===== src/sv/gws_pkg.sv =====
// Shared types and constants for the G-code word splitter.
`default_nettype none

package gws_pkg;

	// Character codes that steer the scanner.
	localparam logic [7:0] CHAR_SEMI   = 8'h3B;
	localparam logic [7:0] CHAR_LPAREN = 8'h28;
	localparam logic [7:0] CHAR_RPAREN = 8'h29;
	localparam logic [7:0] CHAR_DOLLAR = 8'h24;
	localparam logic [7:0] CHAR_LBRACK = 8'h5B;
	localparam logic [7:0] CHAR_RBRACK = 8'h5D;

	// Default number of entries in the queue between front and back.
	localparam int QUEUE_DEPTH_DEF = 4;

	// Scanner modes.
	typedef enum logic [2:0] {
		SCAN_NORMAL   = 3'd0,
		SCAN_COMMENT  = 3'd1,
		SCAN_DOLLAR   = 3'd2,
		SCAN_DCOMMENT = 3'd3,
		SCAN_SKIP     = 3'd4
	} gws_scan_t;

	// One input item.
	typedef struct packed {
		logic [7:0] in_char;
		logic       line_end;
	} gws_in_t;

	// One result item.
	typedef struct packed {
		logic [7:0] out_char;
		logic       char_valid;
		logic       word_start;
		logic       line_done;
		logic       line_had_words;
	} gws_out_t;

	// A classified character as it travels through the queue.
	typedef struct packed {
		logic [7:0] ch;
		logic       line_end;
		logic       is_blank;
		logic       is_semi;
		logic       is_lparen;
		logic       is_rparen;
		logic       is_bracket;
		logic       is_letter;
		logic       is_dollar;
	} gws_item_t;

endpackage

`default_nettype wire


===== src/sv/gws_front.sv =====
// Front end: accepts characters and classifies them for the scanner.
`default_nettype none

module gws_front
	import gws_pkg::*;
(
	input  wire gws_in_t   in_data,
	output gws_item_t      item
);

	logic [7:0] c;

	assign c = in_data.in_char;

	// Decode the character into the flags the scanner needs.
	always_comb begin
		item.ch         = c;
		item.line_end   = in_data.line_end;
		item.is_blank   = (c == 8'd32) || (c >= 8'd9 && c <= 8'd13);
		item.is_semi    = (c == CHAR_SEMI);
		item.is_lparen  = (c == CHAR_LPAREN);
		item.is_rparen  = (c == CHAR_RPAREN);
		item.is_bracket = (c == CHAR_LBRACK) || (c == CHAR_RBRACK);
		item.is_dollar  = (c == CHAR_DOLLAR);
		item.is_letter  = (c == "G") || (c == "M") || (c == "T") || (c == "S") ||
			(c == "F") || (c == "X") || (c == "Y") || (c == "Z") ||
			(c == "I") || (c == "J") || (c == CHAR_DOLLAR);
	end

endmodule

`default_nettype wire


===== src/sv/gws_fifo.sv =====
// Short queue of classified characters between front and back.
`default_nettype none

module gws_fifo
	import gws_pkg::*;
#(
	parameter int DEPTH = QUEUE_DEPTH_DEF
) (
	input  wire             clk,
	input  wire             arst_n,
	input  wire             push,
	input  wire gws_item_t  push_item,
	output logic            full,
	input  wire             pop,
	output logic            not_empty,
	output gws_item_t       head
);

	localparam int PtrW = (DEPTH > 1) ? $clog2(DEPTH) : 1;
	localparam int CntW = $clog2(DEPTH + 1);

	gws_item_t            mem_q [DEPTH];
	logic [PtrW-1:0]      wr_ptr_q;
	logic [PtrW-1:0]      rd_ptr_q;
	logic [CntW-1:0]      count_q;

	assign full      = (count_q == CntW'(DEPTH));
	assign not_empty = (count_q != '0);
	assign head      = mem_q[rd_ptr_q];

	// Entry storage.
	always_ff @(posedge clk) begin
		if (push) begin
			mem_q[wr_ptr_q] <= push_item;
		end
	end

	// Pointers and fill count.
	always_ff @(posedge clk or negedge arst_n) begin
		if (!arst_n) begin
			wr_ptr_q <= '0;
			rd_ptr_q <= '0;
			count_q  <= '0;
		end else begin
			if (push) begin
				wr_ptr_q <= (wr_ptr_q == PtrW'(DEPTH - 1)) ? '0 : wr_ptr_q + PtrW'(1);
			end
			if (pop) begin
				rd_ptr_q <= (rd_ptr_q == PtrW'(DEPTH - 1)) ? '0 : rd_ptr_q + PtrW'(1);
			end
			if (push && !pop) begin
				count_q <= count_q + CntW'(1);
			end else if (pop && !push) begin
				count_q <= count_q - CntW'(1);
			end
		end
	end

	// The fill count never passes the depth.
	assert property (@(posedge clk) disable iff (!arst_n) count_q <= CntW'(DEPTH))
		else $error("queue count above depth");

	// A push alone raises the count by one.
	assert property (@(posedge clk) disable iff (!arst_n)
		push && !pop |=> count_q == $past(count_q) + CntW'(1))
		else $error("queue count did not follow a push");

	// Nothing is popped from an empty queue.
	assert property (@(posedge clk) disable iff (!arst_n) pop |-> not_empty)
		else $error("pop from empty queue");

endmodule

`default_nettype wire


===== src/sv/gws_back.sv =====
// Back end: the scanner state machine and the result register.
`default_nettype none

module gws_back
	import gws_pkg::*;
(
	input  wire             clk,
	input  wire             arst_n,
	input  wire             item_valid,
	input  wire gws_item_t  item,
	output logic            pop,
	output logic            out_valid,
	input  wire             out_ready,
	output gws_out_t        out_data
);

	gws_scan_t mode_q;
	gws_scan_t mode_d;
	logic      word_open_q;
	logic      word_open_d;
	logic      keep;
	logic      start;
	logic      emit;
	logic      out_valid_q;
	gws_out_t  out_q;
	gws_out_t  res;

	// Take the next item whenever the result register is free or draining.
	assign pop = item_valid && (!out_valid_q || out_ready);

	// Next mode and word state.
	always_comb begin
		mode_d      = mode_q;
		word_open_d = word_open_q;
		case (mode_q)
			SCAN_SKIP: begin
				mode_d = SCAN_SKIP;
			end
			SCAN_COMMENT: begin
				if (item.is_rparen) mode_d = SCAN_NORMAL;
			end
			SCAN_DCOMMENT: begin
				if (item.is_rparen) mode_d = SCAN_DOLLAR;
			end
			SCAN_DOLLAR: begin
				if (item.is_blank) mode_d = SCAN_NORMAL;
				else if (item.is_semi) mode_d = SCAN_SKIP;
				else if (item.is_lparen) mode_d = SCAN_DCOMMENT;
				else word_open_d = 1'b1;
			end
			default: begin
				if (item.is_semi) mode_d = SCAN_SKIP;
				else if (item.is_lparen) mode_d = SCAN_COMMENT;
				else if (!(item.is_bracket || item.is_blank)) begin
					word_open_d = 1'b1;
					mode_d      = item.is_dollar ? SCAN_DOLLAR : SCAN_NORMAL;
				end
			end
		endcase
	end

	// Keep and word-start decisions for the current item.
	always_comb begin
		keep  = 1'b0;
		start = 1'b0;
		case (mode_q)
			SCAN_SKIP, SCAN_COMMENT, SCAN_DCOMMENT: begin
				keep = 1'b0;
			end
			SCAN_DOLLAR: begin
				keep  = !(item.is_blank || item.is_semi || item.is_lparen);
				start = !word_open_q;
			end
			default: begin
				keep  = !(item.is_semi || item.is_lparen || item.is_bracket || item.is_blank);
				start = !word_open_q || item.is_letter;
			end
		endcase
		emit                = keep || item.line_end;
		res.out_char        = keep ? item.ch : 8'd0;
		res.char_valid      = keep;
		res.word_start      = keep && start;
		res.line_done       = item.line_end;
		res.line_had_words  = item.line_end && (word_open_q || keep);
	end

	// Scanner state; the end of a line returns it to reset.
	always_ff @(posedge clk or negedge arst_n) begin
		if (!arst_n) begin
			mode_q      <= SCAN_NORMAL;
			word_open_q <= 1'b0;
		end else if (pop) begin
			if (item.line_end) begin
				mode_q      <= SCAN_NORMAL;
				word_open_q <= 1'b0;
			end else begin
				mode_q      <= mode_d;
				word_open_q <= word_open_d;
			end
		end
	end

	// Result register valid flag.
	always_ff @(posedge clk or negedge arst_n) begin
		if (!arst_n) begin
			out_valid_q <= 1'b0;
		end else if (pop) begin
			out_valid_q <= emit;
		end else if (out_ready) begin
			out_valid_q <= 1'b0;
		end
	end

	// Result register payload.
	always_ff @(posedge clk) begin
		if (pop && emit) begin
			out_q <= res;
		end
	end

	assign out_valid = out_valid_q;
	assign out_data  = out_q;

	// After the last item of a line the scanner is back at reset.
	assert property (@(posedge clk) disable iff (!arst_n)
		pop && item.line_end |=> mode_q == SCAN_NORMAL && !word_open_q)
		else $error("scanner not reset after end of line");

	// A held result is never overwritten.
	assert property (@(posedge clk) disable iff (!arst_n)
		pop |-> !(out_valid_q && !out_ready))
		else $error("result overwritten while stalled");

	// A word start only comes with a kept character.
	assert property (@(posedge clk) disable iff (!arst_n)
		out_valid_q && out_q.word_start |-> out_q.char_valid)
		else $error("word start without a kept character");

	// Line summary only appears on the end-of-line result.
	assert property (@(posedge clk) disable iff (!arst_n)
		out_valid_q && !out_q.line_done |-> !out_q.line_had_words)
		else $error("line summary outside end of line");

endmodule

`default_nettype wire


===== src/sv/gcode_word_splitter_core.sv =====
// Top level of the G-code word splitter.
`default_nettype none

// The splitter takes one character of a G-code line per item and gives at
// most one result per item: a kept character marked when it starts a word,
// and on the line's last character an end mark with whether any character
// was kept. It sustains one item per clock cycle when the output side is
// ready. An item passes through the classifier, a queue of QUEUE_DEPTH
// entries and the scanner: the queue registers the item, and its result,
// if any, is offered from the result register that the scanner writes; the
// scanner's state update sets the rate. Input ready drops only when the
// queue is full.
module gcode_word_splitter_core
	import gws_pkg::*;
#(
	parameter int QUEUE_DEPTH = QUEUE_DEPTH_DEF
) (
	input  wire             clk,
	input  wire             arst_n,
	input  wire             in_valid,
	output logic            in_ready,
	input  wire gws_in_t    in_data,
	output logic            out_valid,
	input  wire             out_ready,
	output gws_out_t        out_data
);

	gws_item_t front_item;
	gws_item_t head_item;
	logic      q_full;
	logic      q_not_empty;
	logic      q_pop;
	logic      q_push;

	assign in_ready = !q_full;
	assign q_push   = in_valid && !q_full;

	// Character classification.
	gws_front u_front (
		.in_data (in_data),
		.item    (front_item)
	);

	// Decoupling queue.
	gws_fifo #(
		.DEPTH (QUEUE_DEPTH)
	) u_fifo (
		.clk       (clk),
		.arst_n    (arst_n),
		.push      (q_push),
		.push_item (front_item),
		.full      (q_full),
		.pop       (q_pop),
		.not_empty (q_not_empty),
		.head      (head_item)
	);

	// Scanner and result register.
	gws_back u_back (
		.clk        (clk),
		.arst_n     (arst_n),
		.item_valid (q_not_empty),
		.item       (head_item),
		.pop        (q_pop),
		.out_valid  (out_valid),
		.out_ready  (out_ready),
		.out_data   (out_data)
	);

endmodule

`default_nettype wire


===== config.mk =====
export PLATFORM = sky130hd
export DESIGN_NAME = gcode_word_splitter_core
export DESIGN_NICKNAME = d
export VERILOG_FILES = /design/src/sv/gws_pkg.sv /design/src/sv/gws_front.sv /design/src/sv/gws_fifo.sv /design/src/sv/gws_back.sv /design/src/sv/gcode_word_splitter_core.sv
export SDC_FILE = /design/constraint.sdc
export NUM_CORES = 1
export LEC_CHECK = 0
export BUFFER_PORTS_ARGS = -buffer_cell sky130_fd_sc_hd__buf_2
export CORE_ASPECT_RATIO = 0.75
export CORE_MARGIN = 2
export CORE_UTILIZATION = 35
export DETAILED_ROUTE_END_ITERATION = 8
export SYNTH_ARGS = -nofsm -noshare
export SYNTH_HDL_FRONTEND = slang
export SYNTH_SLANG_ARGS = --single-unit
export TNS_END_PERCENT = 10

===== constraint.sdc =====
create_clock -name clk -period 5.28 [get_ports clk]
set_input_delay 0.264 -clock clk [delete_from_list [all_inputs] [get_ports clk]]
set_output_delay 0.264 -clock clk [all_outputs]
set_load 0.01 [all_outputs]

==> flow_summary.json, run 1 <==
{
  "syn_to_final_growth_pct": 15.7,
  "grt_pass1_vias": 2072,
  "clockBufferDepth": 2,
  "crit_type": "reg2reg",
  "reg2reg_to": "u_back.out_data[10]",
  "insertion_delay_ns": 0.34,
  "r2r_slack_ns": 2.22,
  "p_seq_share_pct": 43.9,
  "synth.area.top_cells": "edfxtp_1 (60%), mux4_2 (8.8%), dfrtp_1 (7.8%), ha_1 (2.0%), nor2b_1 (1.8%)",
  "fin_skew_ns": 0.00772,
  "port_buffers": 26,
  "cts_tree": "done",
  "avgViaCountPerCell": 5.01,
  "hpwl_mm": 4.66,
  "max_slew_margin_pct": 32.6,
  "setup_viol": 0,
  "synth_area_mm2": 0.00383,
  "placedCellCount": 400,
  "cp.depth": 7,
  "crit_end": "u_back.out_data[10]",
  "yosys.cell_types.count": 52,
  "finalPower_mw": 2.52,
  "post-synth-top-area-cell": "edfxtp_1",
  "antenna_found_initial": 0,
  "drv_slew": 0,
  "track_usage_pct": 13.1,
  "wire_per_inst_um": 16.9,
  "slowest_delay_ns": 0.74,
  "drt_iter0_drc": 191,
  "crit_required_ns": 5.27,
  "grt_max_degree": 23,
  "crit_path_start_kind": "flop",
  "crit_buf_inv": 3,
  "synth_nets": 262,
  "final-instance-count-excl-fill": 417,
  "cp_slowest_cell": "dfrtp_1",
  "synth_top_area_share_pct": 59.5,
  "postSynth.asyncResetShare_pct": 13.6,
  "status": "complete, no violations",
  "grt_pass1_wl_mm": 11.5,
  "crit_fanout": 13,
  "overflow": 0,
  "fin_crit_ns": 3.06,
  "hold_viol_final": 0,
  "swShare_pct": 31.6,
  "wirelength_mm": 7.04,
  "path_cells": "buf_4, mux4_2, nor3_4, nand3_2, inv_2, o21ai_1, inv_1",
  "p_int_mw": 1.73,
  "synth_cells": 242,
  "core_area_mm2": 0.0108,
  "yosysWarningCount": 0,
  "hold_path.class": "in2reg",
  "drc": 0,
  "max_freq_ghz": 0.327,
  "timing.rr.start": "u_fifo.rd_ptr_q[0]",
  "drtPass1Iterations": 4,
  "switchingPower_mw": 0.799,
  "layout-drive-gt1-share_pct": 24.5,
  "start_util_pct": 35.4,
  "rsz0062_at_grt": "false",
  "tightest_slew_ns": 1.01,
  "avgSynthCellArea_um2": 15.8,
  "p_comb_share_pct": 28.9,
  "period_share_pct": 58.0,
  "gp_congestion": 0.833,
  "cts_num_sinks": 88,
  "cts_buffers": 9,
  "reg2regPathDepth": 7,
  "synth.ff_latch_count": 88,
  "synth_flop_cell": "edfxtp_1",
  "rows": 33,
  "clkTransAtPathRegs_ns": 0.06,
  "cts_setup_buffers": 0,
  "diodes": 0,
  "ios": 27,
  "ant_nets": 0,
  "p_leak_nw": 1.57,
  "setup_tns_ns": 0,
  "maxCapViolCount": 0,
  "synth_common_cells": "edfxtp_1 (76), nand2_1 (18), mux4_2 (15), dfrtp_1 (12), nor2_1 (12)",
  "crit_arrival_ns": 3.05,
  "synth-edff-count": 76,
  "die_h_um": 94.7,
  "startpoint": "u_fifo.rd_ptr_q[0]",
  "via_count": 2090,
  "yosysMostFrequentCell": "edfxtp_1",
  "cts_root_buf": "clkbuf_16",
  "die_area_mm2": 0.0118,
  "nNetsFinal": 292,
  "die_w_um": 125,
  "clockPowerShare_pct": 27.2,
  "cp_top_family": "buffers and inverters",
  "ir_drop_mv": 0.202,
  "htreeDepth": 3,
  "p_per_area_mw_per_mm2": 569,
  "synth_seq_area_share_pct": 67.3,
  "cp-end-kind": "flop"
}
-- sequential cells by signal, summed over array words and instances, names as in the netlist --
signal and flops:
u_fifo.mem_q 64, u_back.out_data 12, u_back.mode_q 3, u_fifo.count_q 3, u_fifo.rd_ptr_q 2, u_fifo.wr_ptr_q 2, u_back.out_valid 1, u_back.word_open_q 1
-- kinds of logic after synthesis --
group / count (synthesis) / synth area share [%]
AOI/OAI and AO/OA: 35 / 6.26
DFF: 88 / 67.3
and+or+nand+nor: 66 / 9.40
adders and majority gates: 7 / 2.48
xor gates and xnor gates: 5 / 1.14
muxes: 22 / 11.1
buffers and inverters: 19 / 2.28
-- worst reg2reg max path, stage by stage, from the launching register on --
cell,delay [ns]
dfrtp_1,0.74
buf_4,0.35
mux4_2,0.63
nor3_4,0.25
nand3_2,0.22
inv_2,0.13
o21ai_1,0.08
inv_1,0.33
-- area by class of cell --
class | count | area, um2
Multi-Input combinational cell | 135 | 1160
Clock inverter | 7 | 105
Tap cell | 140 | 175
Fill cell | 1003 | 6380
Inverter | 10 | 37.5
Clock buffer | 9 | 225
Sequential cell | 88 | 2580
Timing Repair Buffer | 28 | 148
-- power by group through the flow --
stage          clock network, mW  logic, mW  registers, mW
2_1_floorplan                  0      0.575           1.08
3_3_place_gp                   0      0.732           1.12
3_5_place_dp                   0      0.739           1.13
4_1_cts                    0.701      0.741           1.11
5_1_grt                    0.731      0.811           1.14
6_report                   0.686      0.729           1.11
-- per-stage QoR --
| step | worst slack, ns | utilization, % | area (um2) | hold slack (ns) |
|---|---|---|---|---|
| 2_1_floorplan | 2.98 | - | 3830 | -0.0316 |
| 4_1_cts | 2.16 | 41.0 | 4440 | 0.139 |
| 3_5_place_dp | 2.17 | 37.9 | 4100 | 0.169 |
| 6_report | 2.22 | 41.0 | 4440 | 0.145 |
| 3_3_place_gp | 2.25 | 37.9 | 4100 | 0.172 |
| 5_1_grt | 1.91 | 41.0 | 4440 | 0.153 |
-- layer usage --
| layer | up-vias | wire length, um | global-route usage, % |
|---|---|---|---|
| met5 | - | 0 | 0 |
| met2 | 36 | 3340 | 20.9 |
| met3 | 2 | 247 | 3.63 |
| li1 | 999 | - | - |
| met1 | 1053 | 3450 | 18.1 |
| met4 | 0 | 9 | 2.78 |
-- worst min-delay path by stage --
stage                     startpoint            endpoint  slack [ns]  cells past startpoint
after floorplan               arst_n    u_back.mode_q[0]       -0.03                      0
after global placement        arst_n   u_fifo.count_q[1]        0.17                      1
after detailed placement      arst_n   u_fifo.count_q[0]        0.17                      1
after CTS                 in_data[0]  u_fifo.mem_q[0][7]        0.14                      1
after global routing      in_data[0]  u_fifo.mem_q[0][7]        0.15                      1
final                     in_data[0]  u_fifo.mem_q[0][7]        0.15                      1
-- cells in the final DEF, fill, tap and decap left out, types with 3 or more instances in the layout --
cell,count
nand2_1,18
buf_2,26
mux2i_1,5
xor2_1,3
o21ai_0,8
dfrtp_1,12
inv_1,9
clkbuf_16,9
nor2b_1,11
edfxtp_1,76
mux4_2,15
nor2_1,12
clkinv_4,3
a21oi_1,8
ha_1,6
and3_1,5
nor3_1,5
-- what timing repair did --
action / 4_1_cts / 5_1_grt
hold endpoints to repair: 12 / 0
resized for setup: 0 / 0
hold buffers: 1 / 0
setup endpoints to repair: 0 / 0
Note: power is estimated with default switching activity, not from simulation.
==> run 2: changes to the inputs <==
==> constraint.sdc (replaced) <==
create_clock -name clk -period 3.1 [get_ports clk]
set_input_delay 0.155 -clock clk [delete_from_list [all_inputs] [get_ports clk]]
set_output_delay 0.155 -clock clk [all_outputs]
set_load 0.01 [all_outputs]
==> flow_summary.json, run 2 (synthesis gave the netlist of run 1 again) <==
{
  "status": "complete, no violations",
  "cts_tree": "done",
  "multi_input_area_mm2": 0.00116,
  "via_count": 2111,
  "ant_nets": 0,
  "drtPass1Iterations": 4,
  "fin_skew_ns": 0.00677,
  "seq_area_mm2": 0.00258,
  "max_slew_margin_pct": 49.6,
  "die_w_um": 125,
  "rows": 33,
  "antenna_found_initial": 0,
  "p_leak_nw": 1.60,
  "fill_cells": 990,
  "finalPower_mw": 4.30,
  "tightest_slew_ns": 0.746,
  "htreeDepth": 3,
  "ir_drop_mv": 0.344,
  "insertion_delay_ns": 0.34,
  "diodes": 0,
  "final_cell_mix": "edfxtp_1 (76), buf_2 (26), nand2_1 (18)",
  "hold_path.class": "in2reg",
  "layout-drive-gt1-share_pct": 25.3,
  "port_buffers": 26,
  "maxCapViolCount": 0,
  "cts_setup_buffers": 0,
  "cts_root_buf": "clkbuf_16",
  "gp_congestion": 0.796,
  "cts_buffers": 9,
  "crit_fanout": 12,
  "hpwl_mm": 4.84,
  "max_freq_ghz": 0.380,
  "crit_arrival_ns": 2.62,
  "dpl_cell_area_mm2": 0.00416,
  "die_h_um": 94.7,
  "drc": 0,
  "rsz0062_at_grt": "false",
  "cts_num_sinks": 88,
  "timing.hold.ws_ns": 0.0355,
  "grt_pass1_vias": 2097,
  "finalInstanceArea_mm2": 0.00448,
  "largest_reg_flops": 64,
  "track_usage_pct": 13.4,
  "wire_per_inst_um": 16.8,
  "grt_pass1_wl_mm": 11.7,
  "drt_iter0_drc": 152,
  "crit_type": "reg2reg",
  "core_area_mm2": 0.0108,
  "ios": 27,
  "nNetsFinal": 300,
  "avgViaCountPerCell": 4.97,
  "top_register": "u_fifo.mem_q",
  "start_util_pct": 35.4,
  "crit_path_start_kind": "flop",
  "syn_to_final_growth_pct": 16.7,
  "cp-end-kind": "flop",
  "drv_slew": 0,
  "clkTransAtPathRegs_ns": 0.06,
  "clockBufferDepth": 2,
  "setup_viol": 0,
  "hold_viol_final": 0,
  "hold_buffers": 1,
  "overflow": 0,
  "period_share_pct": 84.9,
  "fin_crit_ns": 2.63,
  "crit_required_ns": 3.09,
  "final_common_cell": "edfxtp_1",
  "die_area_mm2": 0.0118,
  "p_per_area_mw_per_mm2": 960,
  "setup_tns_ns": 0,
  "wirelength_mm": 7.16,
  "grt_max_degree": 17,
  "ctsResizeCount": 0
}
run 2: layout make-up:
cell class              count  area share [%]
inverters                  10           0.839
flip-flops and latches     88            57.7
repair buffers             36            4.64
clock buffers              12            5.28
well taps                 140            3.91
clock inverters             4            1.59
multi-input cells         135            26.0
run 2: power by group:
| part | internal, mW | total (mW) | switching, mW |
|---|---|---|---|
| logic | 0.602 | 1.36 | 0.760 |
| clock network | 0.703 | 1.11 | 0.410 |
| registers | 1.66 | 1.82 | 0.159 |
run 2: worst paths after layout:
check / startpoint / end / slack, ns / cells past startpoint
max: u_fifo.rd_ptr_q[0] / u_back.out_data[0] / 0.47 / 6
max in group asynchronous: arst_n / u_fifo.rd_ptr_q[1] / 2.65 / 2
min reg2reg: u_fifo.count_q[2] / u_fifo.count_q[2] / 0.50 / 1
min in group asynchronous: arst_n / u_back.out_valid / 0.23 / 2
max reg2reg: u_fifo.rd_ptr_q[0] / u_back.out_data[0] / 0.47 / 6
min: in_data[0] / u_fifo.mem_q[2][7] / 0.04 / 1
run 2: per-layer routing:
layer	global-route usage, %	share of wire, %	vias up
met2	20.3	45	46
met5	0	0	-
met4	4.72	1.5	0
met3	4.08	5.8	13
met1	18.7	48	1042
li1	-	-	1010
run 2: critical path, cell delays in order, from the launching register on:
cell	delay, ns
dfrtp_1	0.60
mux4_1	0.72
a21oi_1	0.19
nand3_2	0.22
inv_2	0.14
o21ai_1	0.08
inv_1	0.33
run 2: stage by stage:
stage	setup WS, ns	cells	util, %
6_report	0.469	425	41.4
5_1_grt	0.265	425	41.4
4_1_cts	0.461	425	41.4
3_5_place_dp	0.481	408	38.4
3_3_place_gp	0.544	408	38.4
2_1_floorplan	0.797	242	-
==> run 3: changes to the inputs <==
--- a/config.mk
+++ b/config.mk
@@ -5,6 +5,7 @@
 export SDC_FILE = /design/constraint.sdc
 export NUM_CORES = 1
 export LEC_CHECK = 0
+export ABC_AREA = 1
 export BUFFER_PORTS_ARGS = -buffer_cell sky130_fd_sc_hd__buf_2
 export CORE_ASPECT_RATIO = 0.75
 export CORE_MARGIN = 2
==> constraint.sdc (replaced) <==
create_clock -name clk -period 2.3 [get_ports clk]
set_input_delay 0.115 -clock clk [delete_from_list [all_inputs] [get_ports clk]]
set_output_delay 0.115 -clock clk [all_outputs]
set_load 0.01 [all_outputs]
==> flow_summary.json, run 3 <==
{
  "synth_seq_area_share_pct": 64.9,
  "hold_buffers": 2,
  "cts_buffers": 9,
  "syn_to_final_growth_pct": 16.8,
  "synth_cells": 362,
  "cts_num_sinks": 88,
  "antenna_found_initial": 0,
  "postSynth.asyncResetShare_pct": 13.6,
  "insertion_delay_ns": 0.34,
  "clkTransAtPathRegs_ns": 0.06,
  "synth.area.top_cells": "edfxtp_1 (57%), dfrtp_1 (7.5%), nand2_1 (6.2%), nor2_1 (4.5%), nand3_1 (3.4%)",
  "final-instance-count-excl-fill": 545,
  "fin_crit_ns": 2.03,
  "rows": 33,
  "largest_reg_flops": 64,
  "die_h_um": 96.3,
  "cp-end-kind": "flop",
  "r2r_slack_ns": 0.27,
  "post-synth-top-area-cell": "edfxtp_1",
  "status": "complete, no violations",
  "fin_skew_ns": 0.00833,
  "ir_drop_mv": 0.510,
  "cts_tree": "done",
  "avgSynthCellArea_um2": 11.0,
  "die_w_um": 127,
  "placedCellCount": 527,
  "pre_cts_slack_ns": 0.252,
  "wire_per_inst_um": 14.8,
  "port_buffers": 26,
  "path_cells": "o31ai_2, ha_1, inv_1, fa_1, a21oi_1, o21ai_0, xnor2_1",
  "core_area_mm2": 0.0110,
  "p_leak_nw": 1.84,
  "avgViaCountPerCell": 4.82,
  "crit_arrival_ns": 2.26,
  "rsz0062_at_grt": "false",
  "synth_flop_cell": "edfxtp_1",
  "top_register": "u_fifo.mem_q",
  "layout-drive-gt1-share_pct": 20.7,
  "ant_nets": 0,
  "yosys.cell_types.count": 33,
  "overflow": 0,
  "hold_path.class": "in2reg",
  "max_slew_margin_pct": 55.8,
  "slowest_delay_ns": 0.44,
  "final_cell_mix": "edfxtp_1 (76), nand2_1 (66), nor2_1 (48)",
  "ctsResizeCount": 0,
  "diodes": 0,
  "synth_common_cells": "edfxtp_1 (76), nand2_1 (66), nor2_1 (48), inv_1 (34), nand3_1 (27)",
  "timing.hold.ws_ns": 0.0715,
  "finalInstanceArea_mm2": 0.00465,
  "gp_congestion": 0.923,
  "via_count": 2627,
  "p_per_area_mw_per_mm2": 1360,
  "cts_setup_buffers": 0,
  "die_area_mm2": 0.0122,
  "ios": 27,
  "crit_fanout": 4,
  "drtPass1Iterations": 4,
  "yosysWarningCount": 0,
  "wirelength_mm": 8.05,
  "setup_tns_ns": 0,
  "grt_max_degree": 26,
  "maxCapViolCount": 0,
  "period_share_pct": 88.3,
  "crit_path_start_kind": "flop",
  "clockBufferDepth": 2,
  "synth_top_area_share_pct": 57.4,
  "crit_type": "reg2reg",
  "yosysMostFrequentCell": "edfxtp_1",
  "synth_nets": 382,
  "start_util_pct": 36.2,
  "drv_slew": 0,
  "htreeDepth": 3,
  "finalPower_mw": 6.30,
  "final_common_cell": "edfxtp_1",
  "timing.final.ws_setup_ns": 0.270,
  "drt_iter0_drc": 201,
  "dpl_cell_area_mm2": 0.00430,
  "synth.ff_latch_count": 88,
  "grt_pass1_vias": 2521,
  "synth_area_mm2": 0.00398,
  "max_freq_ghz": 0.493,
  "crit_required_ns": 2.53,
  "hold_viol_final": 0,
  "cp_slowest_cell": "o31ai_2",
  "hpwl_mm": 5.43,
  "cts_root_buf": "clkbuf_16",
  "synth-edff-count": 76,
  "fin_util_pct": 42.3,
  "tightest_slew_ns": 0.657,
  "drc": 0,
  "track_usage_pct": 14.5,
  "grt_pass1_wl_mm": 13.2,
  "nNetsFinal": 420,
  "setup_viol": 0
}
[run 3: cell families (layout without fill, tap and decap cells)]
family | after synthesis | count (layout) | share of synthesized area, %
AOI/OAI and AO/OA | 45 | 45 | 6.95
buffers and inverters | 49 | 92 | 5.69
xor gates and xnor gates | 2 | 2 | 0.440
and+or+nand+nor | 170 | 170 | 19.3
DFF | 88 | 88 | 64.9
adders and majority gates | 7 | 7 | 2.39
muxes | 1 | 1 | 0.283
[run 3: critical path: cells and delay by family, from the launching register on]
kind	cells	cell delay, ns
fa+ha+maj	2	0.59
xor+xnor	1	0.13
flops	1	0.43
buf+inv	1	0.06
compound gates	3	0.70
[run 3: area by class of cell]
type | count | area, um2
repair buffers | 38 | 238
clock inverters | 1 | 30.0
flip-flops and latches | 88 | 2580
multi-input cells | 225 | 1170
inverters | 38 | 150
well taps | 140 | 175
clock buffers | 15 | 300
fillers | 1030 | 6340
[run 3: power breakdown]
group / internal (mW) / switching [mW] / total, mW
Clock: 1.00 / 0.555 / 1.56
Combinational: 0.775 / 1.50 / 2.28
Sequential: 2.26 / 0.204 / 2.47
[run 3: path summary, 6_finish.rpt]
kind	start	end	cells past startpoint
worst max register to register	u_fifo.count_q[1]	u_fifo.count_q[2]	7
worst min-delay path	in_data[1]	u_fifo.mem_q[0][8]	1
min in group asynchronous	arst_n	u_back.out_valid	2
worst min register to register	u_back.mode_q[1]	u_back.mode_q[1]	2
worst max-delay path	u_fifo.count_q[1]	u_fifo.count_q[2]	7
max in group asynchronous	arst_n	u_fifo.wr_ptr_q[1]	2
[run 3: layer usage]
layer | track usage (%) | wire length, um | up-vias
met4 | 5.77 | 89 | 0
met3 | 4.28 | 477 | 6
met1 | 19.4 | 3960 | 1249
li1 | - | - | 1306
met2 | 22.4 | 3530 | 66
met5 | 0 | 0 | -
